File: src/hdl/cross_correlation_lag_direction_macros.svh
// Assertion macros for the cross-correlation lag direction block.
// No dependencies; included by the files that check their own logic.
`ifndef CROSS_CORRELATION_LAG_DIRECTION_MACROS_SVH
`define CROSS_CORRELATION_LAG_DIRECTION_MACROS_SVH
`ifndef SYNTH
`define CCLD_ASSERT(lbl, clk_s, rst_s, prop) \
    lbl: assert property (@(posedge clk_s) disable iff (!rst_s) (prop)) \
        else $error("ccld check failed");
`define CCLD_IMPLY(lbl, clk_s, rst_s, ante, cons) \
    lbl: assert property (@(posedge clk_s) disable iff (!rst_s) (ante) |-> (cons)) \
        else $error("ccld check failed");
`else
`define CCLD_ASSERT(lbl, clk_s, rst_s, prop)
`define CCLD_IMPLY(lbl, clk_s, rst_s, ante, cons)
`endif
`endif

File: src/hdl/ccld_pkg.sv
// Shared constants, types and elaboration-time angle table functions.
// No dependencies.
`default_nettype none
package ccld_pkg;

    localparam int WINDOW_DEF      = 1024;
    localparam int MAX_LAG_DEF     = 100;
    localparam int SAMPLE_BITS_DEF = 16;
    localparam int SAMPLE_RATE_DEF = 44100;

    localparam int ACC_W              = 48;
    localparam int HALF_PI_Q13        = 12868;
    localparam int SPEED_OVER_SPACING = 3430;
    localparam int LAG_OUT_W          = 8;
    localparam int ANGLE_W            = 15;

    typedef struct packed {
        logic full;
        logic empty;
        logic any_window;
    } queue_status_t;

    typedef struct packed {
        logic busy;
    } back_status_t;

    function automatic logic [63:0] term_div(input int k);
        logic [63:0] d;
        unique case (k)
            1:       d = 64'd6;
            2:       d = 64'd20;
            3:       d = 64'd42;
            4:       d = 64'd72;
            5:       d = 64'd110;
            6:       d = 64'd156;
            default: d = 64'd210;
        endcase
        return d;
    endfunction

    // Truncating unsigned quotient by restoring shift and subtract
    function automatic logic [63:0] div_u64(input logic [63:0] num, input logic [63:0] den);
        logic [63:0] q;
        logic [64:0] r;
        q = '0;
        r = '0;
        for (int b = 63; b >= 0; b--) begin
            r = {r[63:0], num[b]};
            if (r >= {1'b0, den}) begin
                r    = r - {1'b0, den};
                q[b] = 1'b1;
            end
        end
        return q;
    endfunction

    // Q30 sine by Taylor series up to the x^15 term
    function automatic logic signed [63:0] sin_q30(input logic [63:0] x);
        logic [63:0] x2;
        logic [63:0] term;
        logic signed [63:0] sum;
        x2   = (x * x) >> 30;
        term = x;
        sum  = $signed(x);
        for (int k = 1; k <= 7; k++) begin
            term = div_u64((term * x2) >> 30, term_div(k));
            if ((k % 2) == 1)
                sum = sum - $signed(term);
            else
                sum = sum + $signed(term);
        end
        return sum;
    endfunction

    // {clipped, magnitude} for |lag| = mag
    function automatic logic [15:0] angle_entry(input int mag, input int rate);
        logic [63:0] n;
        logic [63:0] lim;
        logic [63:0] lo;
        logic [63:0] hi;
        logic [63:0] mid;
        logic signed [63:0] s;
        logic [15:0] r;
        n   = 64'(mag) * 64'(SPEED_OVER_SPACING);
        lim = n << 30;
        lo  = 64'd0;
        hi  = 64'(HALF_PI_Q13);
        if (n > 64'(rate)) begin
            r = {1'b1, 15'(HALF_PI_Q13)};
        end
        else if (n == 64'(rate)) begin
            r = {1'b0, 15'(HALF_PI_Q13)};
        end
        else begin
            for (int it = 0; it < 16; it++) begin
                if (lo < hi) begin
                    mid = (lo + hi + 64'd1) >> 1;
                    s   = sin_q30((64'd2 * mid - 64'd1) << 16);
                    if ((s <= 0) || ($unsigned(s) * 64'(rate) <= lim))
                        lo = mid;
                    else
                        hi = mid - 64'd1;
                end
            end
            r = {1'b0, lo[14:0]};
        end
        return r;
    endfunction

endpackage
`default_nettype wire

File: src/hdl/ccld_queue.sv
// Two-entry job queue between the front and back parts.
// Depends on ccld_pkg.
`default_nettype none
module ccld_queue (
    input  wire logic                    clk,
    input  wire logic                    rst_n,
    input  wire logic                    push,
    input  wire logic                    push_window,
    input  wire logic                    pop,
    output logic                         head_window,
    output ccld_pkg::queue_status_t      stat
);
    import ccld_pkg::*;

    logic [1:0] cnt_reg, cnt_next;
    logic [1:0] win_reg, win_next;

    always_comb
    begin
        cnt_next = cnt_reg;
        win_next = win_reg;
        if (pop)
        begin
            win_next = {1'b0, win_reg[1]};
            cnt_next = cnt_reg - 2'd1;
        end
        if (push)
        begin
            win_next[cnt_next[0]] = push_window;
            cnt_next = cnt_next + 2'd1;
        end
    end

    always_ff @(posedge clk or negedge rst_n)
    begin
        if (!rst_n)
        begin
            cnt_reg <= 2'd0;
            win_reg <= 2'b00;
        end
        else
        begin
            cnt_reg <= cnt_next;
            win_reg <= win_next;
        end
    end

    assign head_window     = win_reg[0];
    assign stat.full       = cnt_reg[1];
    assign stat.empty      = (cnt_reg == 2'd0);
    assign stat.any_window = (win_reg[0] && cnt_reg != 2'd0) || (win_reg[1] && cnt_reg[1]);
endmodule
`default_nettype wire

File: config.mk
export PLATFORM = sky130hd
export DESIGN_NAME = ccld_queue
export DESIGN_NICKNAME = d
export VERILOG_FILES = /design/src/hdl/cross_correlation_lag_direction_macros.svh /design/src/hdl/ccld_pkg.sv /design/src/hdl/ccld_queue.sv
export SDC_FILE = /design/constraint.sdc
export NUM_CORES = 1
export LEC_CHECK = 0
export BUFFER_PORTS_ARGS = -buffer_cell sky130_fd_sc_hd__buf_4
export CAP_MARGIN = 20
export CORE_AREA = 4 4 41 43
export CTS_CLUSTER_DIAMETER = 80
export CTS_CLUSTER_SIZE = 40
export DETAILED_ROUTE_END_ITERATION = 12
export DIE_AREA = 0 0 45 47
export PLACE_DENSITY = 0.38
export SLEW_MARGIN = 20
export SYNTH_ARGS = -nofsm -noshare
export SYNTH_HDL_FRONTEND = slang
export SYNTH_SLANG_ARGS = --single-unit
File: constraint.sdc
create_clock -name clk -period 1.74 [get_ports clk]
set_input_delay 0.348 -clock clk [delete_from_list [all_inputs] [get_ports clk]]
set_output_delay 0.348 -clock clk [all_outputs]
set_load 0.01 [all_outputs]
==> flow_metrics.tcl <==
set metrics [dict create \
    status "finished, final reports clean" \
    overflow 0 \
    fin_util 0.2846 \
    grt_pass1_vias 260 \
    multi_input_area_um2 147.6 \
    cts.sinks 4 \
    initial_core_util 0.2192 \
    cts_buffers 3 \
    crit_type "flip-flop to output pin" \
    crit_path_cell_trace "inv_2 -> ha_1 -> o21ai_0 -> buf_4" \
    io_buffers 8 \
    arrival_ns 1.25 \
    holdCritPathClass "input pin to flip-flop" \
    clock_path_buffers 2 \
    nets 49 \
    skew_ns 0.001611 \
    register_area_um2 100.1 \
    crit_path_end_kind "output pin" \
    fill_cells 151 \
    slowest_delay_ns 0.45 \
    first_pass_iters 1 \
    cp_slowest_cell "dfrtp_1" \
    worst_slack_ns 0.1437 \
    syn2layout_area_growth_pct 29.82 \
    crit_fanout 6 \
    clk_latency_ns 0.24 \
    place_congestion 0.7210 \
    synth_area_leaders "dfrtp_1 35%, nand2_1 6.6%, xor2_1 6.1%" \
    antenna_cells 0 \
    yosysTopAreaCell "dfrtp_1" \
    p_per_area_nw_per_um2 1543 \
    relSlewSlack 0.8300 \
    slew_violations 0 \
    grt_max_degree 11 \
    final_hold_viol_count 0 \
    r2r-start "cnt_reg[0]" \
    path_clk_slew_ns 0.04 \
    drt_iter0_markers 0 \
    die_area_um2 2115 \
    required_ns 1.39 \
    ios 9 \
    die_w_um 45 \
    core-area_um2 1301 \
    viasPerCell 4.321 \
    period_needed_ns 1.596 \
    ant_nets 0 \
    grt_pass1_wl_um 1048 \
    die_h_um 47 \
    drive_gt1_frac 0.3171 \
    num_rows 13 \
    synth_top_area_share 0.3509 \
    rsz0062_at_grt "no" \
    cts_root_buf "clkbuf_4" \
    wirelength_um 603 \
    setup_viol 0 \
    dp_slack_ns 0.2786 \
    syn_inst 32 \
    post_cts_resized 0 \
    final_common_cell "buf_4" \
    worstMarginPinSlew_ns 0.2542 \
    syn_nets 38 \
    htree_levels 1 \
    synth_cell_types 18 \
    synth_area_um2 285.3 \
    vias 242 \
    max_cap_violations 0 \
    drc 0 \
    final_cell_mix "8 x buf_4, 5 x nand2_1, 4 x dfrtp_1" \
    hold_path_startpoint "push" \
    synth-seq-cells 4 \
    antenna_found_initial 0 \
    min_period_over_period 0.9174 \
    startpoint "cnt_reg[0]" \
    dp_hpwl_um 460.2 \
    cts_tree "done" \
    syn_area_per_cell_um2 8.915 \
    tns_ns 0 \
    irDropWorstVdd_uv 280.6 \
    globalRouteTotalUtil 0.07363 \
    drt-wirelength-per-cell_um 10.77 \
    fmax_ghz 0.6264 \
    ys_seq_area_frac 0.3509 \
    critPathLaunchType "flip-flop" \
    p_leak_nw 0.1815 \
    p_total_w 0.0005716 \
    post_cts_buffers 0 \
    synth_warnings 0 \
]
==> cells by family after synthesis <==
kind of cell	Yosys count	share of synthesized area
AOI/OAI and AO/OA	6	0.1316
adders and majority gates	1	0.04385
and+or+nand+nor	12	0.2456
muxes	1	0.03509
buffers and inverters	6	0.1316
xor gates and xnor gates	2	0.06141
DFF	4	0.3509
==> critical path, delay by kind of cell, from the launching register on <==
kind	cells	cell delay (ns)
AO/OA/AOI/OAI	1	0.14
adder cells (fa/ha/maj)	1	0.20
buffers and inverters	2	0.22
flip-flops	1	0.45
==> stage by stage <==
stage                     instance area [µm²]  std cells  hold WS [ns]
after floorplan                         285.3         32       0.05241
after global placement                  337.8         52        0.1472
after detailed placement                337.8         52        0.1467
after CTS                               370.4         56        0.3631
after global routing                    370.4         56        0.3845
final                                   370.4         56        0.3677
==> synth_stat cells, drive strengths merged <==
| master | count |
|---|---|
| nand3b | 1 |
| nand2b | 1 |
| ha | 1 |
| xor2 | 2 |
| buf | 3 |
| or3b | 1 |
| dfrtp | 4 |
| a32oi | 1 |
| inv | 3 |
| o31ai | 1 |
| nand2 | 5 |
| o22ai | 1 |
| nand3 | 3 |
| mux2i | 1 |
| or2 | 1 |
| o21ai | 3 |
==> layout make-up <==
class / instances / area share
multi-input cells: 22 / 0.3986
flip-flops and latches: 4 / 0.2703
repair buffers: 9 / 0.1892
clock buffers: 3 / 0.06081
well taps: 15 / 0.05068
inverters: 3 / 0.03041
==> where the power goes <==
part           total, W  internal [W]  switching [W]
registers      0.000180      0.000134      0.0000460
clock network  0.000119     0.0000774      0.0000413
logic          0.000272      0.000138       0.000134
==> timing repair <==
action / 4_1_cts / 5_1_grt
hold buffers: 1 / 0
endpoints found under the setup margin: 0 / 0
endpoints found under the hold margin: 4 / 0
==> worst paths after layout <==
check | to | slack (ns) | cells past startpoint
min reg2reg | win_reg[1] | 0.55 | 2
max in group asynchronous | cnt_reg[1] | 1.19 | 2
max | stat[0] | 0.14 | 4
min | cnt_reg[0] | 0.37 | 2
min in group asynchronous | cnt_reg[0] | 0.45 | 2
max reg2reg | cnt_reg[1] | 0.28 | 5
==> routing by layer <==
layer	vias up	GRT usage	routed length, µm
li1	127	-	-
met4	0	0.08772	17
met5	-	0	0
met3	2	0.02682	47
met2	11	0.1045	269
met1	102	0.07780	268
Note: power is estimated with default switching activity, not from simulation.
