File: src/hdl/cross_correlation_lag_direction_macros.svh
// Assertion macros for the cross-correlation lag direction block.
// No dependencies; included by the files that check their own logic.
`ifndef CROSS_CORRELATION_LAG_DIRECTION_MACROS_SVH
`define CROSS_CORRELATION_LAG_DIRECTION_MACROS_SVH
`ifndef SYNTH
`define CCLD_ASSERT(lbl, clk_s, rst_s, prop) \
    lbl: assert property (@(posedge clk_s) disable iff (!rst_s) (prop)) \
        else $error("ccld check failed");
`define CCLD_IMPLY(lbl, clk_s, rst_s, ante, cons) \
    lbl: assert property (@(posedge clk_s) disable iff (!rst_s) (ante) |-> (cons)) \
        else $error("ccld check failed");
`else
`define CCLD_ASSERT(lbl, clk_s, rst_s, prop)
`define CCLD_IMPLY(lbl, clk_s, rst_s, ante, cons)
`endif
`endif

File: src/hdl/ccld_pkg.sv
// Shared constants, types and elaboration-time angle table functions.
// No dependencies.
`default_nettype none
package ccld_pkg;

    localparam int WINDOW_DEF      = 1024;
    localparam int MAX_LAG_DEF     = 100;
    localparam int SAMPLE_BITS_DEF = 16;
    localparam int SAMPLE_RATE_DEF = 44100;

    localparam int ACC_W              = 48;
    localparam int HALF_PI_Q13        = 12868;
    localparam int SPEED_OVER_SPACING = 3430;
    localparam int LAG_OUT_W          = 8;
    localparam int ANGLE_W            = 15;

    typedef struct packed {
        logic full;
        logic empty;
        logic any_window;
    } queue_status_t;

    typedef struct packed {
        logic busy;
    } back_status_t;

    function automatic logic [63:0] term_div(input int k);
        logic [63:0] d;
        unique case (k)
            1:       d = 64'd6;
            2:       d = 64'd20;
            3:       d = 64'd42;
            4:       d = 64'd72;
            5:       d = 64'd110;
            6:       d = 64'd156;
            default: d = 64'd210;
        endcase
        return d;
    endfunction

    // Truncating unsigned quotient by restoring shift and subtract
    function automatic logic [63:0] div_u64(input logic [63:0] num, input logic [63:0] den);
        logic [63:0] q;
        logic [64:0] r;
        q = '0;
        r = '0;
        for (int b = 63; b >= 0; b--) begin
            r = {r[63:0], num[b]};
            if (r >= {1'b0, den}) begin
                r    = r - {1'b0, den};
                q[b] = 1'b1;
            end
        end
        return q;
    endfunction

    // Q30 sine by Taylor series up to the x^15 term
    function automatic logic signed [63:0] sin_q30(input logic [63:0] x);
        logic [63:0] x2;
        logic [63:0] term;
        logic signed [63:0] sum;
        x2   = (x * x) >> 30;
        term = x;
        sum  = $signed(x);
        for (int k = 1; k <= 7; k++) begin
            term = div_u64((term * x2) >> 30, term_div(k));
            if ((k % 2) == 1)
                sum = sum - $signed(term);
            else
                sum = sum + $signed(term);
        end
        return sum;
    endfunction

    // {clipped, magnitude} for |lag| = mag
    function automatic logic [15:0] angle_entry(input int mag, input int rate);
        logic [63:0] n;
        logic [63:0] lim;
        logic [63:0] lo;
        logic [63:0] hi;
        logic [63:0] mid;
        logic signed [63:0] s;
        logic [15:0] r;
        n   = 64'(mag) * 64'(SPEED_OVER_SPACING);
        lim = n << 30;
        lo  = 64'd0;
        hi  = 64'(HALF_PI_Q13);
        if (n > 64'(rate)) begin
            r = {1'b1, 15'(HALF_PI_Q13)};
        end
        else if (n == 64'(rate)) begin
            r = {1'b0, 15'(HALF_PI_Q13)};
        end
        else begin
            for (int it = 0; it < 16; it++) begin
                if (lo < hi) begin
                    mid = (lo + hi + 64'd1) >> 1;
                    s   = sin_q30((64'd2 * mid - 64'd1) << 16);
                    if ((s <= 0) || ($unsigned(s) * 64'(rate) <= lim))
                        lo = mid;
                    else
                        hi = mid - 64'd1;
                end
            end
            r = {1'b0, lo[14:0]};
        end
        return r;
    endfunction

endpackage
`default_nettype wire

File: src/hdl/ccld_back.sv
// Correlation sequencer: one MAC over all lags, best-lag search, angle ROM.
// Depends on ccld_pkg; reads the two sample RAMs.
`default_nettype none
module ccld_back #(
    parameter int WINDOW      = ccld_pkg::WINDOW_DEF,
    parameter int MAX_LAG     = ccld_pkg::MAX_LAG_DEF,
    parameter int SAMPLE_BITS = ccld_pkg::SAMPLE_BITS_DEF,
    parameter int SAMPLE_RATE = ccld_pkg::SAMPLE_RATE_DEF
) (
    input  wire logic                          clk,
    input  wire logic                          rst_n,
    input  wire ccld_pkg::queue_status_t       q_stat,
    input  wire logic                          head_window,
    output logic                               pop,
    output ccld_pkg::back_status_t             b_stat,
    output logic [$clog2(WINDOW)-1:0]          rd_addr_a,
    output logic [$clog2(WINDOW)-1:0]          rd_addr_b,
    input  wire logic [SAMPLE_BITS-1:0]        rd_a,
    input  wire logic [SAMPLE_BITS-1:0]        rd_b,
    output logic                               result_valid,
    input  wire logic                          result_ready,
    output logic signed [ccld_pkg::LAG_OUT_W-1:0] best_lag,
    output logic signed [ccld_pkg::ANGLE_W-1:0]   angle,
    output logic                               window_full,
    output logic                               angle_clipped
);
    import ccld_pkg::*;

    localparam int AW     = $clog2(WINDOW);
    localparam int LAG_W  = $clog2(MAX_LAG + 1) + 1;
    localparam int PW     = 2 * SAMPLE_BITS;
    localparam bit EMPTY  = (WINDOW - 2 * MAX_LAG) <= 0;
    localparam int I_LAST = EMPTY ? 0 : WINDOW - MAX_LAG - 1;

    typedef enum logic [3:0] {
        ST_IDLE  = 4'b0001,
        ST_RUN   = 4'b0010,
        ST_DRAIN = 4'b0100,
        ST_FIN   = 4'b1000
    } state_t;

    state_t state_reg, state_next;
    logic signed [LAG_W-1:0] lag_reg, lag_next;
    logic signed [LAG_W-1:0] win_reg, win_next;
    logic [AW-1:0]           idx_reg, idx_next;
    logic signed [ACC_W-1:0] sum_reg, sum_next;
    logic signed [ACC_W-1:0] best_reg, best_next;
    logic                    v1_reg, pv_reg;
    logic signed [PW-1:0]    prod_reg;
    logic                    can_out;
    logic                    load_zero, load_res;
    logic signed [AW+1:0]    b_sum;
    logic [LAG_W-1:0]        mag;
    logic [15:0]             rom [MAX_LAG+1];
    logic [15:0]             entry;

    for (genvar g = 0; g <= MAX_LAG; g++)
    begin : g_rom
        localparam logic [15:0] E = angle_entry(g, SAMPLE_RATE);
        assign rom[g] = E;
    end

    assign can_out   = !result_valid || result_ready;
    assign b_sum     = $signed({2'b00, idx_reg}) + (AW+2)'(lag_reg);
    assign rd_addr_a = idx_reg;
    assign rd_addr_b = b_sum[AW-1:0];
    assign mag       = win_reg[LAG_W-1] ? LAG_W'(-win_reg) : LAG_W'(win_reg);
    assign entry     = rom[mag[LAG_W-2:0]];
    assign b_stat.busy = (state_reg != ST_IDLE);

    always_comb
    begin
        state_next = state_reg;
        lag_next   = lag_reg;
        win_next   = win_reg;
        idx_next   = idx_reg;
        sum_next   = sum_reg;
        best_next  = best_reg;
        pop        = 1'b0;
        load_zero  = 1'b0;
        load_res   = 1'b0;
        if (pv_reg)
            sum_next = sum_reg + ACC_W'(prod_reg);
        unique case (state_reg)
            ST_IDLE:
            begin
                if (!q_stat.empty && can_out)
                begin
                    pop = 1'b1;
                    if (head_window)
                    begin
                        lag_next   = -LAG_W'(MAX_LAG);
                        win_next   = '0;
                        idx_next   = AW'(MAX_LAG);
                        sum_next   = '0;
                        best_next  = -(ACC_W'(1) << 30);
                        state_next = EMPTY ? ST_DRAIN : ST_RUN;
                    end
                    else
                        load_zero = 1'b1;
                end
            end
            ST_RUN:
            begin
                idx_next = idx_reg + AW'(1);
                if (idx_reg == AW'(I_LAST))
                    state_next = ST_DRAIN;
            end
            ST_DRAIN:
            begin
                if (!v1_reg && !pv_reg)
                begin
                    if (sum_reg > best_reg)
                    begin
                        best_next = sum_reg;
                        win_next  = lag_reg;
                    end
                    if (lag_reg == LAG_W'(MAX_LAG))
                        state_next = ST_FIN;
                    else
                    begin
                        lag_next   = lag_reg + LAG_W'(1);
                        idx_next   = AW'(MAX_LAG);
                        sum_next   = '0;
                        state_next = EMPTY ? ST_DRAIN : ST_RUN;
                    end
                end
            end
            ST_FIN:
            begin
                if (can_out)
                begin
                    load_res   = 1'b1;
                    state_next = ST_IDLE;
                end
            end
            default: state_next = ST_IDLE;
        endcase
    end

    always_ff @(posedge clk or negedge rst_n)
    begin
        if (!rst_n)
        begin
            state_reg    <= ST_IDLE;
            v1_reg       <= 1'b0;
            pv_reg       <= 1'b0;
            result_valid <= 1'b0;
        end
        else
        begin
            state_reg <= state_next;
            v1_reg    <= (state_reg == ST_RUN);
            pv_reg    <= v1_reg;
            if (load_zero || load_res)
                result_valid <= 1'b1;
            else if (result_ready)
                result_valid <= 1'b0;
        end
    end

    always_ff @(posedge clk)
    begin
        lag_reg  <= lag_next;
        win_reg  <= win_next;
        idx_reg  <= idx_next;
        sum_reg  <= sum_next;
        best_reg <= best_next;
        prod_reg <= $signed(rd_a) * $signed(rd_b);
        if (load_zero)
        begin
            best_lag      <= '0;
            angle         <= '0;
            window_full   <= 1'b0;
            angle_clipped <= 1'b0;
        end
        else if (load_res)
        begin
            best_lag      <= LAG_OUT_W'(win_reg);
            angle         <= win_reg[LAG_W-1] ? -$signed(entry[14:0]) : $signed(entry[14:0]);
            window_full   <= 1'b1;
            angle_clipped <= entry[15];
        end
    end
endmodule
`default_nettype wire

File: config.mk
export PLATFORM = sky130hd
export DESIGN_NAME = ccld_back
export DESIGN_NICKNAME = d
export VERILOG_FILES = /design/src/hdl/cross_correlation_lag_direction_macros.svh /design/src/hdl/ccld_pkg.sv /design/src/hdl/ccld_back.sv
export SDC_FILE = /design/constraint.sdc
export NUM_CORES = 1
export LEC_CHECK = 0
export ABC_AREA = 1
export ABC_CLOCK_PERIOD_IN_PS = 6400
export BUFFER_PORTS_ARGS = -buffer_cell sky130_fd_sc_hd__buf_4
export CORE_MARGIN = 2
export CORE_UTILIZATION = 52
export DETAILED_ROUTE_END_ITERATION = 10
export PLACE_DENSITY = 0.79
export SYNTH_ARGS = -nofsm -noshare
export SYNTH_HDL_FRONTEND = slang
export SYNTH_SLANG_ARGS = --single-unit
File: constraint.sdc
create_clock -name clk -period 6.4 [get_ports clk]
set_input_delay 0.96 -clock clk [delete_from_list [all_inputs] [get_ports clk]]
set_output_delay 0.96 -clock clk [all_outputs]
set_load 0.01 [all_outputs]
==> results of run 1 <==
-- area by class of cell --
cell class                 count  area, um2
tap                          585        732
inverter                     767       2880
clock inverter                15        151
fill                        3887      18400
sequential                   186       4500
multi-input combinational   1993      14900
timing repair buffer         135       1030
clock buffer                  17        425
-- cell families after synthesis --
| logic type | after synthesis |
|---|---|
| adders and majority gates | 456 |
| AOI/OAI and AO/OA | 400 |
| DFF | 186 |
| xor gates and xnor gates | 70 |
| buffers and inverters | 859 |
| and+or+nand+nor | 1067 |
-- how the worst max path moves through the flow --
| stage | slack [ns] | start | to |
|---|---|---|---|
| after floorplan | 0.03 | rd_b[5] | prod_reg[28]$_DFF_P_ |
| after global placement | 0.04 | rd_b[15] | prod_reg[26]$_DFF_P_ |
| after detailed placement | -0.03 | rd_a[15] | prod_reg[28]$_DFF_P_ |
| after CTS | 0.43 | rd_b[15] | prod_reg[28]$_DFF_P_ |
| after global routing | 0.04 | rd_a[15] | prod_reg[28]$_DFF_P_ |
| final | 0.43 | rd_b[15] | prod_reg[26]$_DFF_P_ |
-- placed cells by master, fill, tap and decap left out, drive strengths merged, types with 2 or more instances in the layout --
cell type / synthesis / routed
a21o: 13 / 13
and2: 2 / 2
nor2: 248 / 248
o211ai: 12 / 12
clkinv: 2 / 6
fa: 264 / 264
or2: 6 / 6
inv: 765 / 776
nand4: 29 / 29
buf: 12 / 135
dfxtp: 105 / 105
xnor2: 15 / 15
dfrtp: 6 / 6
nor4: 9 / 9
a211oi: 5 / 5
a21oi: 185 / 185
o21a: 13 / 13
xor2: 55 / 55
edfxtp: 74 / 74
nand3: 111 / 111
o21ai: 138 / 138
a21boi: 4 / 4
a31oi: 12 / 12
o21bai: 13 / 13
ha: 192 / 192
nand3b: 3 / 3
nand2: 634 / 634
clkbuf: 80 / 17
nor3: 24 / 24
-- synth_stat cells, types with 3 or more instances --
cell type	instances	area (um2)
o21ai_1	3	15.0
o21a_1	13	97.6
nand4_1	29	181
nand3b_1	3	22.5
clkbuf_1	80	300
edfxtp_1	74	2220
buf_2	6	30.0
a31oi_1	12	75.1
a211oi_1	4	30.0
nor3_1	22	110
nand3_2	4	40.0
inv_1	760	2850
ha_1	192	2400
xnor2_1	15	131
nand2_2	7	43.8
nor2_1	243	912
nor2_2	4	25.0
dfrtp_1	6	150
o21ai_0	134	671
inv_2	4	15.0
or2_2	6	37.5
dfxtp_1	105	2100
nor4_1	9	56.3
a21boi_0	4	30.0
nand2_1	625	2350
nand3_1	106	531
a21oi_1	184	921
fa_1	264	5290
a21o_1	13	97.6
xor2_1	55	482
o21bai_1	12	90.1
o211ai_1	12	90.1
-- per-layer routing --
metal | share of wire | wire (um)
met1 | 0.42 | 22500
met2 | 0.49 | 26100
met3 | 0.055 | 2930
met4 | 0.031 | 1650
met5 | 0 | 0
-- per-stage QoR --
stage	utilization	hold slack, ns	area [um2]	setup slack, ns	std cells
after floorplan	-	0.349	22700	0.0258	3038
after global placement	0.559	0.351	24100	0.0443	3666
after detailed placement	0.559	0.357	24100	-0.0326	3666
after CTS	0.572	0.300	24700	0.429	3698
after global routing	0.572	0.309	24700	0.0409	3698
final	0.572	0.307	24700	0.432	3698
==> metrics.csv, run 1 <==
metric;value;unit
yosys_warnings;0;
worst_r2r_endpoint;best_reg[34]$_SDFFCE_PN1P_;
syn-num-nets;3533;
avgSynthCellArea;7.46;um2
top_usage_layer;met2;
cts_tree;built;
end_kind;flip-flop;
grt_max_degree;74;
cp.required;6.78;ns
r2r_cells;11;
grt_use_met2;0.442;
drive_above_1_share;0.0671;
crit_type;input port to flip-flop;
start_util;0.526;
synth_xor_area_frac;0.0270;
start_kind;input port;
synth_edf_count;74;
postCtsHoldBufs;0;
gp_congestion;0.965;
finalWirelength;53200;um
clkSinkCount;186;
cts_resized;0;
drt-wirelength-per-cell;14.4;um
skew;0.0134;ns
crit_cells;23;
overflow;0;
relSlewSlack;0.285;
die_area;0.0453;mm2
worstPathArrival;6.34;ns
clk_path_buf_depth;2;
cp_top_family;adder cells;
die_width;213;um
grt_pass1_vias;19500;
synth_adder_area_share;0.339;
maxCapViolCount;0;
drtIter0Drc;1230;
grtUsageTotal;0.249;
die_y;213;um
drc;0;
met1_usage;0.311;
cts-root-buf;clkbuf_16;
cts_setup_buffers;0;
cpMostUsedCell;fa_1;
ios;87;
area_delta_synth_final;8.73;%
cpMaxStageDelayCell;fa_1;
gr-usage-met3;0.0293;
synthMuxAreaShare;0;
setup-violations-final;0;
synth_seq_area_share;0.198;
dr.pass1.iters;7;
yosys.area_share.simple;0.194;
synth_top_family_by_area;adder cells;
via_per_inst;5.17;
ys_ff_latch;186;
totalNegativeSetupSlack;0;ns
syn_inst;3038;
htree_levels;4;
clk_latency;0.45;ns
status;finished, final reports clean;
placementRows;76;
grt_antenna_before_repair;0;
r2r_start;best_reg[31]$_SDFFCE_PN1P_;
worstHoldPathType;input port to async pin;
drtAntennaViolNets;0;
hpwlAfterDp;44000;um
path_max_fanout;12;
core_area;0.0431;mm2
fmax;168;MHz
crit_path_max_incr_delay;0.54;ns
hold_viol;0;
antenna_cells;0;
worst_pin_slew;1.07;ns
synth_area;0.0227;mm2
grt_pass1_wl;91100;um
nets;3595;
synth-async-reset-ratio;0.0376;
rsz0062_at_grt;false;
numCtsBuffers;17;
min_period;5.97;ns
synthFlopType;dfxtp_1;
worst-path-buf-inv;5;
path_clk_slew;0.08;ns
io_buffers;84;
period_share;0.933;
vias;19100;
crit_chain;buf_4 > inv_1 > nor2_1 > fa_1 > fa_1 > fa_1 > fa_1 > fa_1 > inv_1 > fa_1 > inv_1 > ha_1 > nand2_1 > inv_1 > nand2_1 > nor2_1 > nand4_1 > nand3_1 > nand3_1 > nand2_1 > nand2_1 > nand2_1 > xor2_1;
synth_compound_area_frac;0.0977;
ys_types;54;
slew_viol_final;0;
ff2ff_setup_slack;2.76;ns
Power of run 1 is left out: the tool's default activity adds up to more than one toggle a clock period on the data nets, which glitch-free logic cannot reach.
==> run 2: changes to the inputs <==
--- a/config.mk
+++ b/config.mk
@@ -6,7 +6,6 @@
 export NUM_CORES = 1
 export LEC_CHECK = 0
 export ABC_AREA = 1
-export ABC_CLOCK_PERIOD_IN_PS = 6400
 export BUFFER_PORTS_ARGS = -buffer_cell sky130_fd_sc_hd__buf_4
 export CORE_MARGIN = 2
 export CORE_UTILIZATION = 52
==> constraint.sdc (replaced) <==
create_clock -name clk -period 6.4 [get_ports clk]
set_input_delay 0.64 -clock clk [delete_from_list [all_inputs] [get_ports clk]]
set_output_delay 0.64 -clock clk [all_outputs]
set_load 0.01 [all_outputs]
==> metrics.csv, run 2 (synthesis gave the netlist of run 1 again) <==
metric;value;unit;change
gp_congestion;0.968;;was 0.965
nets;3560;;was 3595
worst_pin_slew;1.09;ns;was 1.07 ns
min_period;5.82;ns;was 5.97 ns
final_cell_mix;inv_1, nand2_1, fa_1;;unchanged
io_buffers;84;;unchanged
end_kind;flip-flop;;unchanged
slew_viol_final;0;;unchanged
drc;0;;unchanged
status;finished, final reports clean;;unchanged
worstHoldPathType;flip-flop to flip-flop;;was input port to async pin
dr.pass1.iters;5;;was 7
ios;87;;unchanged
fillers;3985;;was 3887
hpwlAfterDp;43300;um;was 44000 um
skew;0.0129;ns;was 0.0134 ns
cts_setup_buffers;0;;unchanged
maxCapViolCount;0;;unchanged
via_per_inst;5.14;;was 5.17
cts_tree;built;;unchanged
clkSinkCount;186;;unchanged
placementRows;76;;unchanged
die_y;213;um;unchanged
core_area;0.0431;mm2;unchanged
worstPathArrival;6.17;ns;was 6.34 ns
start_util;0.526;;unchanged
grtUsageTotal;0.248;;was 0.249
start_kind;input port;;unchanged
area_delta_synth_final;7.55;%;was 8.73%
layout_commonest_cell;inv_1;;unchanged
cts-root-buf;clkbuf_16;;unchanged
die_area;0.0453;mm2;unchanged
clk_latency;0.46;ns;was 0.45 ns
period_share;0.909;;was 0.933
drive_above_1_share;0.0549;;was 0.0671
fin_area;0.0244;mm2;was 0.0247 mm2
path_max_fanout;17;;was 12
fmax;172;MHz;was 168 MHz
final_util;0.566;;was 0.572
detailed_place.area;0.0238;mm2;was 0.0241 mm2
hold_viol;0;;unchanged
overflow;0;;unchanged
grt_pass1_vias;19100;;was 19500
numCtsBuffers;17;;unchanged
totalNegativeSetupSlack;0;ns;unchanged
grt_max_degree;74;;unchanged
fin_ws;0.582;ns;was 0.432 ns
die_width;213;um;unchanged
clk_path_buf_depth;2;;unchanged
crit_type;input port to flip-flop;;unchanged
cts_resized;0;;unchanged
drt-wirelength-per-cell;14.3;um;was 14.4 um
grt_antenna_before_repair;0;;unchanged
postCtsHoldBufs;1;;was 0
grt_pass1_wl;90300;um;was 91100 um
setup-violations-final;0;;unchanged
antenna_cells;0;;unchanged
rsz0062_at_grt;false;;unchanged
drtAntennaViolNets;0;;unchanged
finalWirelength;52500;um;was 53200 um
relSlewSlack;0.272;;was 0.285
place_ws;0.117;ns;was -0.0326 ns
path_clk_slew;0.07;ns;was 0.08 ns
vias;18800;;was 19100
drtIter0Drc;1282;;was 1230
cp.required;6.75;ns;was 6.78 ns
htree_levels;4;;unchanged
-- run 2: critical path: stages --
cell and delay, ns:
buf_4 0.11, inv_1 0.41, nor2_1 0.14, fa_1 0.53
fa_1 0.52, fa_1 0.52, fa_1 0.51, fa_1 0.54
inv_1 0.05, fa_1 0.52, inv_1 0.04, ha_1 0.35
nand2_1 0.14, nor4_1 0.41, nand4_1 0.16, nand3_1 0.19
nand2_1 0.07, nand2_1 0.10, nand2_1 0.09, nand3_1 0.07
nand2_1 0.05
-- run 2: final timing paths --
| kind | slack (ns) | cells after the start | from | endpoint |
|---|---|---|---|---|
| worst max-delay path | 0.58 | 21 | rd_b[15] | prod_reg[29]$_DFF_P_ |
| worst min-delay path | 0.39 | 0 | v1_reg$_DFF_PN0_ | pv_reg$_DFF_PN0_ |
| worst max register to register | 2.71 | 11 | best_reg[31]$_SDFFCE_PN1P_ | best_reg[32]$_SDFFCE_PN1P_ |
| worst min register to register | 0.39 | 0 | v1_reg$_DFF_PN0_ | pv_reg$_DFF_PN0_ |
| max in group asynchronous | 5.66 | 2 | rst_n | state_reg[0]$_DFFE_PN1P_ |
| min in group asynchronous | 0.53 | 2 | rst_n | state_reg[1]$_DFFE_PN0P_ |
-- run 2: metrics by stage --
step                instances  hold WS [ns]
finish                   3663         0.388
global route             3663         0.406
CTS                      3663         0.386
detailed placement       3630         0.370
global placement         3630         0.354
floorplan                3038         0.344
-- run 2: routing by layer --
metal,track usage,vias to the layer above,routed length [um]
li1,-,9315,-
met1,0.313,8931,22700
met2,0.434,485,25600
met3,0.0374,108,2720
met4,0.0844,0,1480
met5,0,-,0
-- run 2: final cells by class --
class                   instances  area, um2  share of cell area
multi-input cells            1993      14900               0.612
inverters                     767       2880               0.118
well taps                     585        732              0.0300
flip-flops and latches        186       4500               0.185
clock buffers                  21        450              0.0185
repair buffers                100        753              0.0309
clock inverters                11        134             0.00549
Power of run 2 is left out for the same reason.
