<file path="src/hdl/cross_correlation_lag_direction_macros.svh">
// Assertion macros for the cross-correlation lag direction block.
// No dependencies; included by the files that check their own logic.
`ifndef CROSS_CORRELATION_LAG_DIRECTION_MACROS_SVH
`define CROSS_CORRELATION_LAG_DIRECTION_MACROS_SVH
`ifndef SYNTH
`define CCLD_ASSERT(lbl, clk_s, rst_s, prop) \
    lbl: assert property (@(posedge clk_s) disable iff (!rst_s) (prop)) \
        else $error("ccld check failed");
`define CCLD_IMPLY(lbl, clk_s, rst_s, ante, cons) \
    lbl: assert property (@(posedge clk_s) disable iff (!rst_s) (ante) |-> (cons)) \
        else $error("ccld check failed");
`else
`define CCLD_ASSERT(lbl, clk_s, rst_s, prop)
`define CCLD_IMPLY(lbl, clk_s, rst_s, ante, cons)
`endif
`endif

</file>
<file path="src/hdl/ccld_pkg.sv">
// Shared constants, types and elaboration-time angle table functions.
// No dependencies.
`default_nettype none
package ccld_pkg;

    localparam int WINDOW_DEF      = 1024;
    localparam int MAX_LAG_DEF     = 100;
    localparam int SAMPLE_BITS_DEF = 16;
    localparam int SAMPLE_RATE_DEF = 44100;

    localparam int ACC_W              = 48;
    localparam int HALF_PI_Q13        = 12868;
    localparam int SPEED_OVER_SPACING = 3430;
    localparam int LAG_OUT_W          = 8;
    localparam int ANGLE_W            = 15;

    typedef struct packed {
        logic full;
        logic empty;
        logic any_window;
    } queue_status_t;

    typedef struct packed {
        logic busy;
    } back_status_t;

    function automatic logic [63:0] term_div(input int k);
        logic [63:0] d;
        unique case (k)
            1:       d = 64'd6;
            2:       d = 64'd20;
            3:       d = 64'd42;
            4:       d = 64'd72;
            5:       d = 64'd110;
            6:       d = 64'd156;
            default: d = 64'd210;
        endcase
        return d;
    endfunction

    // Truncating unsigned quotient by restoring shift and subtract
    function automatic logic [63:0] div_u64(input logic [63:0] num, input logic [63:0] den);
        logic [63:0] q;
        logic [64:0] r;
        q = '0;
        r = '0;
        for (int b = 63; b >= 0; b--) begin
            r = {r[63:0], num[b]};
            if (r >= {1'b0, den}) begin
                r    = r - {1'b0, den};
                q[b] = 1'b1;
            end
        end
        return q;
    endfunction

    // Q30 sine by Taylor series up to the x^15 term
    function automatic logic signed [63:0] sin_q30(input logic [63:0] x);
        logic [63:0] x2;
        logic [63:0] term;
        logic signed [63:0] sum;
        x2   = (x * x) >> 30;
        term = x;
        sum  = $signed(x);
        for (int k = 1; k <= 7; k++) begin
            term = div_u64((term * x2) >> 30, term_div(k));
            if ((k % 2) == 1)
                sum = sum - $signed(term);
            else
                sum = sum + $signed(term);
        end
        return sum;
    endfunction

    // {clipped, magnitude} for |lag| = mag
    function automatic logic [15:0] angle_entry(input int mag, input int rate);
        logic [63:0] n;
        logic [63:0] lim;
        logic [63:0] lo;
        logic [63:0] hi;
        logic [63:0] mid;
        logic signed [63:0] s;
        logic [15:0] r;
        n   = 64'(mag) * 64'(SPEED_OVER_SPACING);
        lim = n << 30;
        lo  = 64'd0;
        hi  = 64'(HALF_PI_Q13);
        if (n > 64'(rate)) begin
            r = {1'b1, 15'(HALF_PI_Q13)};
        end
        else if (n == 64'(rate)) begin
            r = {1'b0, 15'(HALF_PI_Q13)};
        end
        else begin
            for (int it = 0; it < 16; it++) begin
                if (lo < hi) begin
                    mid = (lo + hi + 64'd1) >> 1;
                    s   = sin_q30((64'd2 * mid - 64'd1) << 16);
                    if ((s <= 0) || ($unsigned(s) * 64'(rate) <= lim))
                        lo = mid;
                    else
                        hi = mid - 64'd1;
                end
            end
            r = {1'b0, lo[14:0]};
        end
        return r;
    endfunction

endpackage
`default_nettype wire

</file>
<file path="src/hdl/ccld_front.sv">
// Input side: store sample pairs and queue a job on each last beat.
// Depends on ccld_pkg.
`default_nettype none
module ccld_front #(
    parameter int WINDOW      = ccld_pkg::WINDOW_DEF,
    parameter int SAMPLE_BITS = ccld_pkg::SAMPLE_BITS_DEF
) (
    input  wire logic                          clk,
    input  wire logic                          rst_n,
    input  wire logic                          item_valid,
    output logic                               item_ready,
    input  wire logic signed [SAMPLE_BITS-1:0] sample_a,
    input  wire logic signed [SAMPLE_BITS-1:0] sample_b,
    input  wire logic                          last,
    output logic                               wr_en,
    output logic [$clog2(WINDOW)-1:0]          wr_addr,
    output logic [SAMPLE_BITS-1:0]             wr_a,
    output logic [SAMPLE_BITS-1:0]             wr_b,
    output logic                               push,
    output logic                               push_window,
    input  wire ccld_pkg::queue_status_t       q_stat,
    input  wire ccld_pkg::back_status_t        b_stat
);
    import ccld_pkg::*;

    localparam int CW = $clog2(WINDOW + 1);
    localparam int AW = $clog2(WINDOW);

    logic [CW-1:0] count_reg, count_next;
    logic          fire;
    logic          room;

    // Hold input while a window job is queued or running: it reads the stores.
    assign item_ready  = !q_stat.full && !q_stat.any_window && !b_stat.busy;
    assign fire        = item_valid && item_ready;
    assign room        = (count_reg < CW'(WINDOW));
    assign wr_en       = fire && room;
    assign wr_addr     = count_reg[AW-1:0];
    assign wr_a        = sample_a;
    assign wr_b        = sample_b;
    assign push        = fire && last;
    assign push_window = (count_reg == CW'(WINDOW)) || (count_reg == CW'(WINDOW - 1));

    always_comb
    begin
        count_next = count_reg;
        if (fire)
        begin
            if (last)
                count_next = '0;
            else if (room)
                count_next = count_reg + CW'(1);
        end
    end

    always_ff @(posedge clk or negedge rst_n)
    begin
        if (!rst_n)
            count_reg <= '0;
        else
            count_reg <= count_next;
    end
endmodule
`default_nettype wire

</file>
<file path="config.mk">
export PLATFORM = sky130hd
export DESIGN_NAME = ccld_front
export DESIGN_NICKNAME = d
export VERILOG_FILES = /design/src/hdl/cross_correlation_lag_direction_macros.svh /design/src/hdl/ccld_pkg.sv /design/src/hdl/ccld_front.sv
export SDC_FILE = /design/constraint.sdc
export NUM_CORES = 1
export LEC_CHECK = 0
export BUFFER_PORTS_ARGS = -buffer_cell sky130_fd_sc_hd__buf_2
export CAP_MARGIN = 20
export CORE_UTILIZATION = 38
export CTS_CLUSTER_DIAMETER = 100
export DETAILED_ROUTE_END_ITERATION = 8
export PLACE_DENSITY = 0.76
export SKIP_LAST_GASP = 1
export SYNTH_ARGS = -nofsm -noshare
export SYNTH_HDL_FRONTEND = slang
export SYNTH_SLANG_ARGS = --single-unit
export TNS_END_PERCENT = 30
</file>
<file path="constraint.sdc">
create_clock -name clk -period 1.6 [get_ports clk]
set_input_delay 0.32 -clock clk [delete_from_list [all_inputs] [get_ports clk]]
set_output_delay 0.32 -clock clk [all_outputs]
set_load 0.005 [all_outputs]
</file>
==> metrics.cfg, run 1 <==
[run_status]
outcome = finished, violations left
failed_checks = setup timing

[cells_and_area]
nets = 166
fin_util_pct = 42.5
stdcell_area_um2 = 1070
antenna_cells = 0
drive_gt1_share_pct = 47.2
area_growth_pct = 3.38
fin_cells = 153
largest_reg_flops = 11

[cts]
max-clock-path-buffers = 2
clk_pin_slew_ps = 80
cts.sinks = 11
worstSkewPairLatency_ps = 280
cts-root-buf = clkbuf_4
cts_tree = built
cts_made_buffers = 3
htreeDepth = 1

[drt]
dr_total_vias = 825
ant_nets = 0
drt_iter0_drc = 9
routed_wl_um = 2590
dr.pass1.iters = 4
vias_per_cell = 5.39
dr_wl_met2_um = 1420
drc = 0
top_layer = met4
routed-wl-met3_um = 227
drt-met1-wl_um = 929
wire_per_inst_um = 16.9

[sta]
setup-violations-final = 3
fin_ws_ps = -113
fmax_ghz = 0.584
clock_skew_ps = 6.83
tightest_slew_ps = 317
fin_crit_ps = 1710
slew_viol_final = 0
rsz0062_at_grt = yes
fin_crit_sh_pct = 107
whs_ps = 400
tns_ps = -145
hold_viol = 0
slew_headroom_pct = 78.9

[synthesis]
ys_ff_latch = 11
syn_avg_cell_area_um2 = 8.22
synth.distinct_cells = 33
yosysTopAreaCell = buf_4
synth_top_area_share_pct = 30.4
synth-async-reset-ratio_pct = 100
syn_area_um2 = 1040
ys.flop_type = dfrtp_1
syn-instance-count = 126
yosysWarningCount = 0
ys_seq_area_share_pct = 26.6
synth-edff-count = 0
synth.area.top_cells = buf_4 30%, dfrtp_1 27%, nand2_1 3.3%, nor3_1 2.9%, ha_1 2.4%
synth.net_count = 168

[die]
dieArea_um2 = 2940
num_rows = 18
core_um2 = 2520
die_h_um = 54.2
initial_core_util_pct = 41.1
die_x_um = 54.2
io_pins = 86

[job]
drv_cap = 0

[critical_path]
path_buf_inv = 1
arrival_ps = 1390
worst-r2r-cell-count = 7
cpMaxStageDelayCell = dfrtp_1
crit_family = flip-flops
regToRegEndpoint = count_reg[3]
critPathCaptureType = output port
worstSetupStartpointType = flop
crit_chain = and4_4, nand3_1, o21ai_1, buf_2
crit_required_ps = 1280
reg2reg_from = count_reg[1]
cp_slowest_stage_delay_ps = 460
worst-setup-path-type = reg -> out
worstPathMaxFanout = 3
reg2reg_slack_ps = 40

[power_and_ir_drop]
power_uw = 967
peakVddDrop_mv = 0.502
power.leakage_nw = 0.477
powerDensity_nw_per_um2 = 903

[global_route]
grt.total_usage_pct = 18.1
grt_pass1_vias = 809
antenna_found_initial = 0
grt_max_degree = 14
grt_first_pass_wirelength_um = 3790
grt_overflow = 0

[placement]
dpl.hpwl_um = 1780
placed_cell_area_um2 = 867
port_buffers = 20
place_inst = 134
place.gp.congestion = 0.851
dp_slack_ps = -142

[worst_hold_path]
worst_hold_path.num_cells = 2
min_from = last
hold_path_end = count_reg[1]
hp-class = in -> reg

[cell type report]
class	count	area [µm²]
fillers	249	1450
multi-input cells	63	435
flip-flops and latches	11	282
repair buffers	42	279
well taps	30	37.5
clock buffers	4	26.3
inverters	3	11.3
[metal layers]
metal,GRT usage [%],up-vias
li1,-,385
met5,0,-
met1,18.0,392
met3,6.11,4
met4,8.12,0
met2,33.5,44
[Yosys cell counts (all sizes together) (2+ instances only)]
library cell  number
inv                3
buf               46
nor4               3
o21ai              8
and3               2
clkbuf             3
ha                 2
and4               2
nand2b             2
nand4              2
nand3              3
and2               2
mux2i              2
dfrtp             11
nor2               5
nor3               6
a21oi              4
nand2              9
[report_power, final]
part	switching, mW	internal [mW]	total (mW)
clock network	0.105	0.0967	0.201
logic	0.177	0.215	0.392
registers	0.0536	0.320	0.373
total	0.336	0.631	0.967
[cells in the final DEF (no fill, tap or decap), drive strengths merged]
cell	count
ha	2
a31oi	1
nand2b	2
a311o	1
inv	3
and2	2
nand2	9
and3	2
a221o	1
and3b	1
nor3b	1
nand4b	1
nand4	2
nand3	3
buf	41
nor4	3
o22a	1
nor3	6
a21oi	4
o41ai	1
nor2	5
o21ai	8
dlygate4sd3	1
and4	2
and4bb	1
clkbuf	4
mux2i	2
a22oi	1
dfrtp	11
or4b	1
[cell families (layout without fill, tap and decap cells)]
family / Yosys count / count (layout) / synth area share [%]
AND/OR/NAND/NOR: 41 / 41 / 22.6
AO/OA/AOI/OAI: 18 / 18 / 10.7
multiplexers: 2 / 2 / 1.93
buffers and inverters: 52 / 49 / 35.7
adder cells (fa/ha/maj): 2 / 2 / 2.42
flip-flops: 11 / 11 / 26.6
[worst max-delay path by stage]
stage / end / startpoint / cells after the start / slack, ps
2_1_floorplan: count_reg[8] / q_stat[0] / 6 / 30
3_3_place_gp: count_reg[5] / q_stat[0] / 5 / -70
3_5_place_dp: count_reg[2] / q_stat[0] / 7 / -140
4_1_cts: push_window / count_reg[6] / 4 / -40
5_1_grt: push_window / count_reg[6] / 4 / -170
6_report: push_window / count_reg[7] / 4 / -110
[timing repair]
item	in CTS	in global routing
endpoints found under the hold margin	11	0
setup endpoints to repair	3	4
gates resized for setup	18	1
pin swaps	4	1
setup buffers	14	0
hold buffers	1	0
[worst register-to-register path: stages (launching register included)]
cell and delay, ps:
dfrtp_1 410, buf_6 130, buf_4 130, and3b_1 210, buf_4 150, and4bb_2 220
a21oi_1 100, o21ai_0 90
(Power assumes the default switching activity.)
==> run 2: changes to the inputs <==
--- a/config.mk
+++ b/config.mk
@@ -7,6 +7,7 @@
 export LEC_CHECK = 0
 export BUFFER_PORTS_ARGS = -buffer_cell sky130_fd_sc_hd__buf_2
 export CAP_MARGIN = 20
+export CORE_ASPECT_RATIO = 0.5
 export CORE_UTILIZATION = 38
 export CTS_CLUSTER_DIAMETER = 100
 export DETAILED_ROUTE_END_ITERATION = 8
@@ -15,4 +16,4 @@
 export SYNTH_ARGS = -nofsm -noshare
 export SYNTH_HDL_FRONTEND = slang
 export SYNTH_SLANG_ARGS = --single-unit
-export TNS_END_PERCENT = 30
+export TNS_END_PERCENT = 5
==> run 2 against run 1 <==
The flow still finishes with violations (setup timing); sequential share of layout area shrank 0.97 points; worst setup slack gained 89 ps; first-iteration DRC count grew to 7.0 times the previous value; power grew 6.8%; core utilization grew 3.5 points; worst hold slack gained 39 ps; non-clock buffer count grew 1; cell count grew 3.9%; via count shrank 0.24%; largest power group unchanged.
==> metrics.cfg, run 2 (synthesis gave the netlist of run 1 again) <==
[sta]
fin_crit_ps = 1620  ; -89.1 ps
tns_ps = -31.7  ; +113 ps
clock_skew_ps = 1.64  ; -5.19 ps
slew_headroom_pct = 79.8  ; +0.98 points
tightest_slew_ps = 299  ; -18.7 ps
slew_viol_final = 0  ; unchanged
fin_ws_ps = -24.2  ; +89.1 ps
rsz0062_at_grt = yes
setup-violations-final = 2  ; -1
whs_ps = 440  ; +39.4 ps
fin_crit_sh_pct = 102  ; -5.6 points
hold_viol = 0  ; unchanged
fmax_ghz = 0.616  ; +5.5%

[drt]
dr.pass1.iters = 4  ; unchanged
wire_per_inst_um = 15.6  ; -7.7%
dr_total_vias = 823  ; -0.24%
vias_per_cell = 5.18  ; -4.0%
drc = 0  ; unchanged
routed_wl_um = 2480  ; -4.1%
drt_iter0_drc = 63  ; +54
ant_nets = 0  ; unchanged

[worst_hold_path]
hold_path_end = count_reg[4]
min_from = last
worst_hold_path.num_cells = 2  ; unchanged
hp-class = in -> reg

[cells_and_area]
layout_common_cells = 20 x buf_2, 20 x buf_4, 9 x nand2_1, 9 x dfrtp_1, 6 x nor3_1
fin_util_pct = 46.0  ; +3.5 points
fillers = 223  ; -10%
area_growth_pct = 5.92
nets = 167  ; +0.60%
largest_reg_flops = 11  ; unchanged
drive_gt1_share_pct = 45.2  ; -2.0 points
antenna_cells = 0  ; unchanged

[critical_path]
cp_slowest_stage_delay_ps = 540  ; +80 ps
worstPathMaxFanout = 4  ; +1
crit_required_ps = 1280  ; about the same
arrival_ps = 1300  ; -90 ps
cpMaxStageDelayCell = or4b_4
worst-setup-path-type = in -> out
reg2reg_from = count_reg[4]
regToRegEndpoint = count_reg[7]
worstSetupStartpointType = primary input
worst-r2r-cell-count = 5  ; -2
reg2reg_slack_ps = 120  ; +80 ps
critPathCaptureType = output port
crit_chain = buf_6, or4b_4, buf_8, nor2_4, buf_2

[cts]
max-clock-path-buffers = 2  ; unchanged
cts.sinks = 11  ; unchanged
htreeDepth = 1  ; unchanged
worstSkewPairLatency_ps = 240  ; -40 ps
cts-root-buf = clkbuf_8
cts_made_buffers = 3  ; unchanged
clk_pin_slew_ps = 50  ; -30 ps
cts_tree = built

[die]
dieArea_um2 = 2950  ; +0.42%
io_pins = 86  ; unchanged
die_h_um = 38.9  ; -28%
initial_core_util_pct = 43.4  ; +2.3 points
die_x_um = 75.8  ; +40%
core_um2 = 2390  ; -5.4%
num_rows = 12  ; -6

[global_route]
grt_max_degree = 13  ; -1
grt_overflow = 0  ; unchanged
antenna_found_initial = 0  ; unchanged
grt_first_pass_wirelength_um = 3600  ; -4.9%
grt_pass1_vias = 737  ; -8.9%
grt.total_usage_pct = 17.9  ; -0.22 points

[power_and_ir_drop]
power.leakage_nw = 0.489  ; +2.4%
peakVddDrop_mv = 0.273  ; -46%
powerDensity_nw_per_um2 = 942  ; +4.3%

[job]
drv_cap = 0  ; unchanged

[placement]
place.gp.congestion = 0.797  ; -6.4%
port_buffers = 20  ; unchanged
dpl.hpwl_um = 1670  ; -6.1%

[run_status]
failed_checks = setup timing
outcome = finished, violations left

run 2: cell types whose count changed in the layout (fill, tap and decap cells not counted), sizes merged:
cell | previous run | this run
buf | 41 | 42
run 2: power breakdown:
group,internal (mW),leakage [nW],switching (mW),total [mW]
clock,0.175,0.0228,0.109,0.284
combinational,0.209,0.348,0.176,0.386
sequential,0.320,0.117,0.0430,0.363
run 2: timing repair:
action / in CTS / in global routing
resized for setup: 12 / 3
setup buffers: 8 / 2
cloned: 1 / 0
hold endpoints to repair: 11 / 0
hold buffers: 1 / 0
pin swaps: 2 / 3
setup endpoints to repair: 3 / 4
run 2: layout make-up:
cell class	count	area [µm²]	area share (%)
Clock buffer	4	45.0	4.10
Inverter	3	11.3	1.03
Multi-Input combinational cell	63	433	39.5
Sequential cell	11	278	25.3
Tap cell	35	43.8	3.99
Timing Repair Buffer	43	287	26.1
run 2: layer usage:
layer	up-vias	GRT usage, %	share of wire [%]
met5	-	0	0
met4	0	12.0	2.8
met3	13	9.11	13
met2	58	30.8	49
met1	361	17.3	35
li1	391	-	-
run 2: worst max-delay path by stage:
| stage | startpoint | to | slack (ps) | cells past startpoint |
|---|---|---|---|---|
| floorplan | q_stat[0] | count_reg[8] | 30 | 6 |
| global placement | q_stat[0] | count_reg[5] | -120 | 5 |
| detailed placement | q_stat[0] | count_reg[3] | -110 | 6 |
| finish | q_stat[0] | wr_en | -20 | 5 |
| global route | q_stat[0] | wr_en | -60 | 5 |
| CTS | b_stat | push | -20 | 5 |
run 2: worst max-delay path, delay by kind of cell:
| kind | cells | cell delay (ps) |
|---|---|---|
| buf+inv | 3 | 350 |
| simple gates | 2 | 630 |
run 2: per-stage QoR:
step	cells	power, mW	area [µm²]	setup slack (ps)
floorplan	126	0.631	1040	28.9
global placement	143	0.625	903	-121
detailed placement	143	0.635	903	-110
CTS	157	1.00	1070	-16.0
global route	159	1.09	1100	-59.2
finish	159	1.03	1100	-24.2
==> run 3: changes to the inputs <==
--- a/config.mk
+++ b/config.mk
@@ -7,8 +7,10 @@
 export LEC_CHECK = 0
 export BUFFER_PORTS_ARGS = -buffer_cell sky130_fd_sc_hd__buf_2
 export CAP_MARGIN = 20
+export CELL_PAD_IN_SITES_DETAIL_PLACEMENT = 0
+export CELL_PAD_IN_SITES_GLOBAL_PLACEMENT = 1
 export CORE_ASPECT_RATIO = 0.5
-export CORE_UTILIZATION = 38
+export CORE_UTILIZATION = 25
 export CTS_CLUSTER_DIAMETER = 100
 export DETAILED_ROUTE_END_ITERATION = 8
 export PLACE_DENSITY = 0.76
==> run 3 against run 2 <==
Cell count increased by 13%; clock power about the same; power decreased by 4.7%; global-route usage decreased by 8.1 points; the run still ends with setup timing left; register-to-register slack improved by 90 ps; critical path depth decreased by 1; fmax decreased by 1.3%; largest power group is now registers; highest routed layer unchanged.
==> metrics.cfg, run 3 (synthesis gave the netlist of run 1 again) <==
[placement]
dp_slack_ps = -140  ; -30.0 ps
place.gp.congestion = 0.738  ; -7.4%
port_buffers = 20  ; unchanged
placed_cell_area_um2 = 965  ; +6.8%
place_inst = 167  ; +17%
dpl.hpwl_um = 1560  ; -6.9%

[sta]
slew_headroom_pct = 83.4  ; +3.6 points
fin_crit_sh_pct = 103  ; +1.3 points
slew_viol_final = 0  ; unchanged
fmax_ghz = 0.608  ; -1.3%
hold_viol = 0  ; unchanged
rsz0062_at_grt = yes
tightest_slew_ps = 245  ; -53.3 ps
fin_ws_ps = -45.1  ; -20.9 ps
setup-violations-final = 3  ; +1
clock_skew_ps = 2.15  ; +0.506 ps
fin_crit_ps = 1650  ; +20.9 ps

[global_route]
grt_first_pass_wirelength_um = 3360  ; -6.7%
grt_pass1_vias = 694  ; -5.8%
grtUsageMet2_pct = 16.6  ; -14 points
grt_overflow = 0  ; unchanged
met3_usage_pct = 2.86  ; -6.3 points
grt.total_usage_pct = 9.85  ; -8.1 points
top_usage_layer = met2
grt_max_degree = 12  ; -1
antenna_found_initial = 0  ; unchanged
met1_usage_pct = 12.2  ; -5.2 points

[critical_path]
critPathCaptureType = output port
worst-setup-path-type = reg -> out
crit_family = flip-flops
cpMaxStageDelayCell = dfrtp_2
worstSetupStartpointType = flop
worstPathMaxFanout = 5  ; +1
arrival_ps = 1330  ; +30 ps
path_buf_inv = 1  ; -2
crit_chain = nor4_4, nand4_1, o21ai_1, buf_2
cp_slowest_stage_delay_ps = 450  ; -90 ps
crit_required_ps = 1280  ; about the same

[cells_and_area]
drive_gt1_share_pct = 42.9  ; -2.3 points
largest_reg_flops = 11  ; unchanged
layout_commonest_cell = buf_4
nets = 169  ; +1.2%
fin_cells = 180  ; +13%
layout_common_cells = 22 x buf_4, 19 x buf_2, 9 x nand2_1, 8 x dfrtp_1, 6 x nor3_1
stdcell_area_um2 = 1150  ; +4.9%
antenna_cells = 0  ; unchanged
area_growth_pct = 11.1
fin_util_pct = 29.2  ; -17 points

[power_and_ir_drop]
power.leakage_nw = 0.534  ; +9.2%
powerDensity_nw_per_um2 = 855  ; -9.2%
peakVddDrop_mv = 0.196  ; -28%

[cts]
clk_pin_slew_ps = 50  ; about the same
worstSkewPairLatency_ps = 240  ; about the same
max-clock-path-buffers = 2  ; unchanged
htreeDepth = 1  ; unchanged
cts_tree = built
cts.sinks = 11  ; unchanged
cts_made_buffers = 3  ; unchanged
cts-root-buf = clkbuf_8

[drt]
vias_per_cell = 4.64  ; -10%
routed_wl_um = 2220  ; -10%
drt_iter0_drc = 48  ; -24%
dr.pass1.iters = 4  ; unchanged
dr_total_vias = 835  ; +1.5%
ant_nets = 0  ; unchanged
drc = 0  ; unchanged
wire_per_inst_um = 12.4  ; -21%

[die]
num_rows = 16  ; +4
io_pins = 86  ; unchanged
die_x_um = 93.0  ; +23%
core_um2 = 3940  ; +65%
die_h_um = 47.5  ; +22%
initial_core_util_pct = 26.3  ; -17 points
dieArea_um2 = 4420  ; +50%

[job]
drv_cap = 0  ; unchanged

[worst_hold_path]
hp-class = in -> reg

[run_status]
failed_checks = setup timing
outcome = finished, violations left

run 3: routing by layer:
layer,vias up,part of all wire [%]
li1,393,-
met1,388,41
met2,47,48
met3,7,9.0
met4,0,1.3
met5,-,0
run 3: worst register-to-register path: stages (launching register included):
cell,delay [ps]
dfrtp_2,420
buf_4,140
nand4b_1,130
buf_4,180
nand2b_1,160
a31oi_1,170
o41ai_1,90
run 3: final timing paths:
check	to	from	cells after the start	slack, ps
setup / recovery	push_window	count_reg[3]	4	-50
hold / removal	count_reg[1]	last	2	360
setup reg to reg	count_reg[8]	count_reg[3]	6	210
hold reg to reg	count_reg[1]	count_reg[1]	3	610
max in group asynchronous	count_reg[4]	rst_n	2	890
min in group asynchronous	count_reg[2]	rst_n	2	480
run 3: final cells by class:
type                            instances  area, µm²
Inverter                                3       11.3
Tap cell                               54       67.6
Multi-Input combinational cell         63        414
Clock buffer                            4       45.0
Sequential cell                        11        279
Fill cell                             417       2790
Timing Repair Buffer                   45        334
run 3: timing repair:
item / in CTS / in global routing
pin swaps: 3 / 2
hold endpoints to repair: 11 / 0
setup endpoints to repair: 3 / 8
hold buffers: 1 / 0
buffers inserted: 5 / 2
gates cloned: 1 / 0
resized for setup: 9 / 4
run 3: stage by stage:
step | total power, mW | TNS, ps | hold WS (ps)
2_1_floorplan | 0.631 | 0 | 24.4
3_3_place_gp | 0.641 | -1010 | 206
3_5_place_dp | 0.648 | -1060 | 204
4_1_cts | 0.975 | -89.6 | 363
5_1_grt | 1.05 | -361 | 365
6_report | 0.984 | -81.1 | 358
run 3: where the power goes:
part           internal, mW  switching (mW)
logic                 0.186           0.162
clock network         0.175           0.109
registers             0.320          0.0323
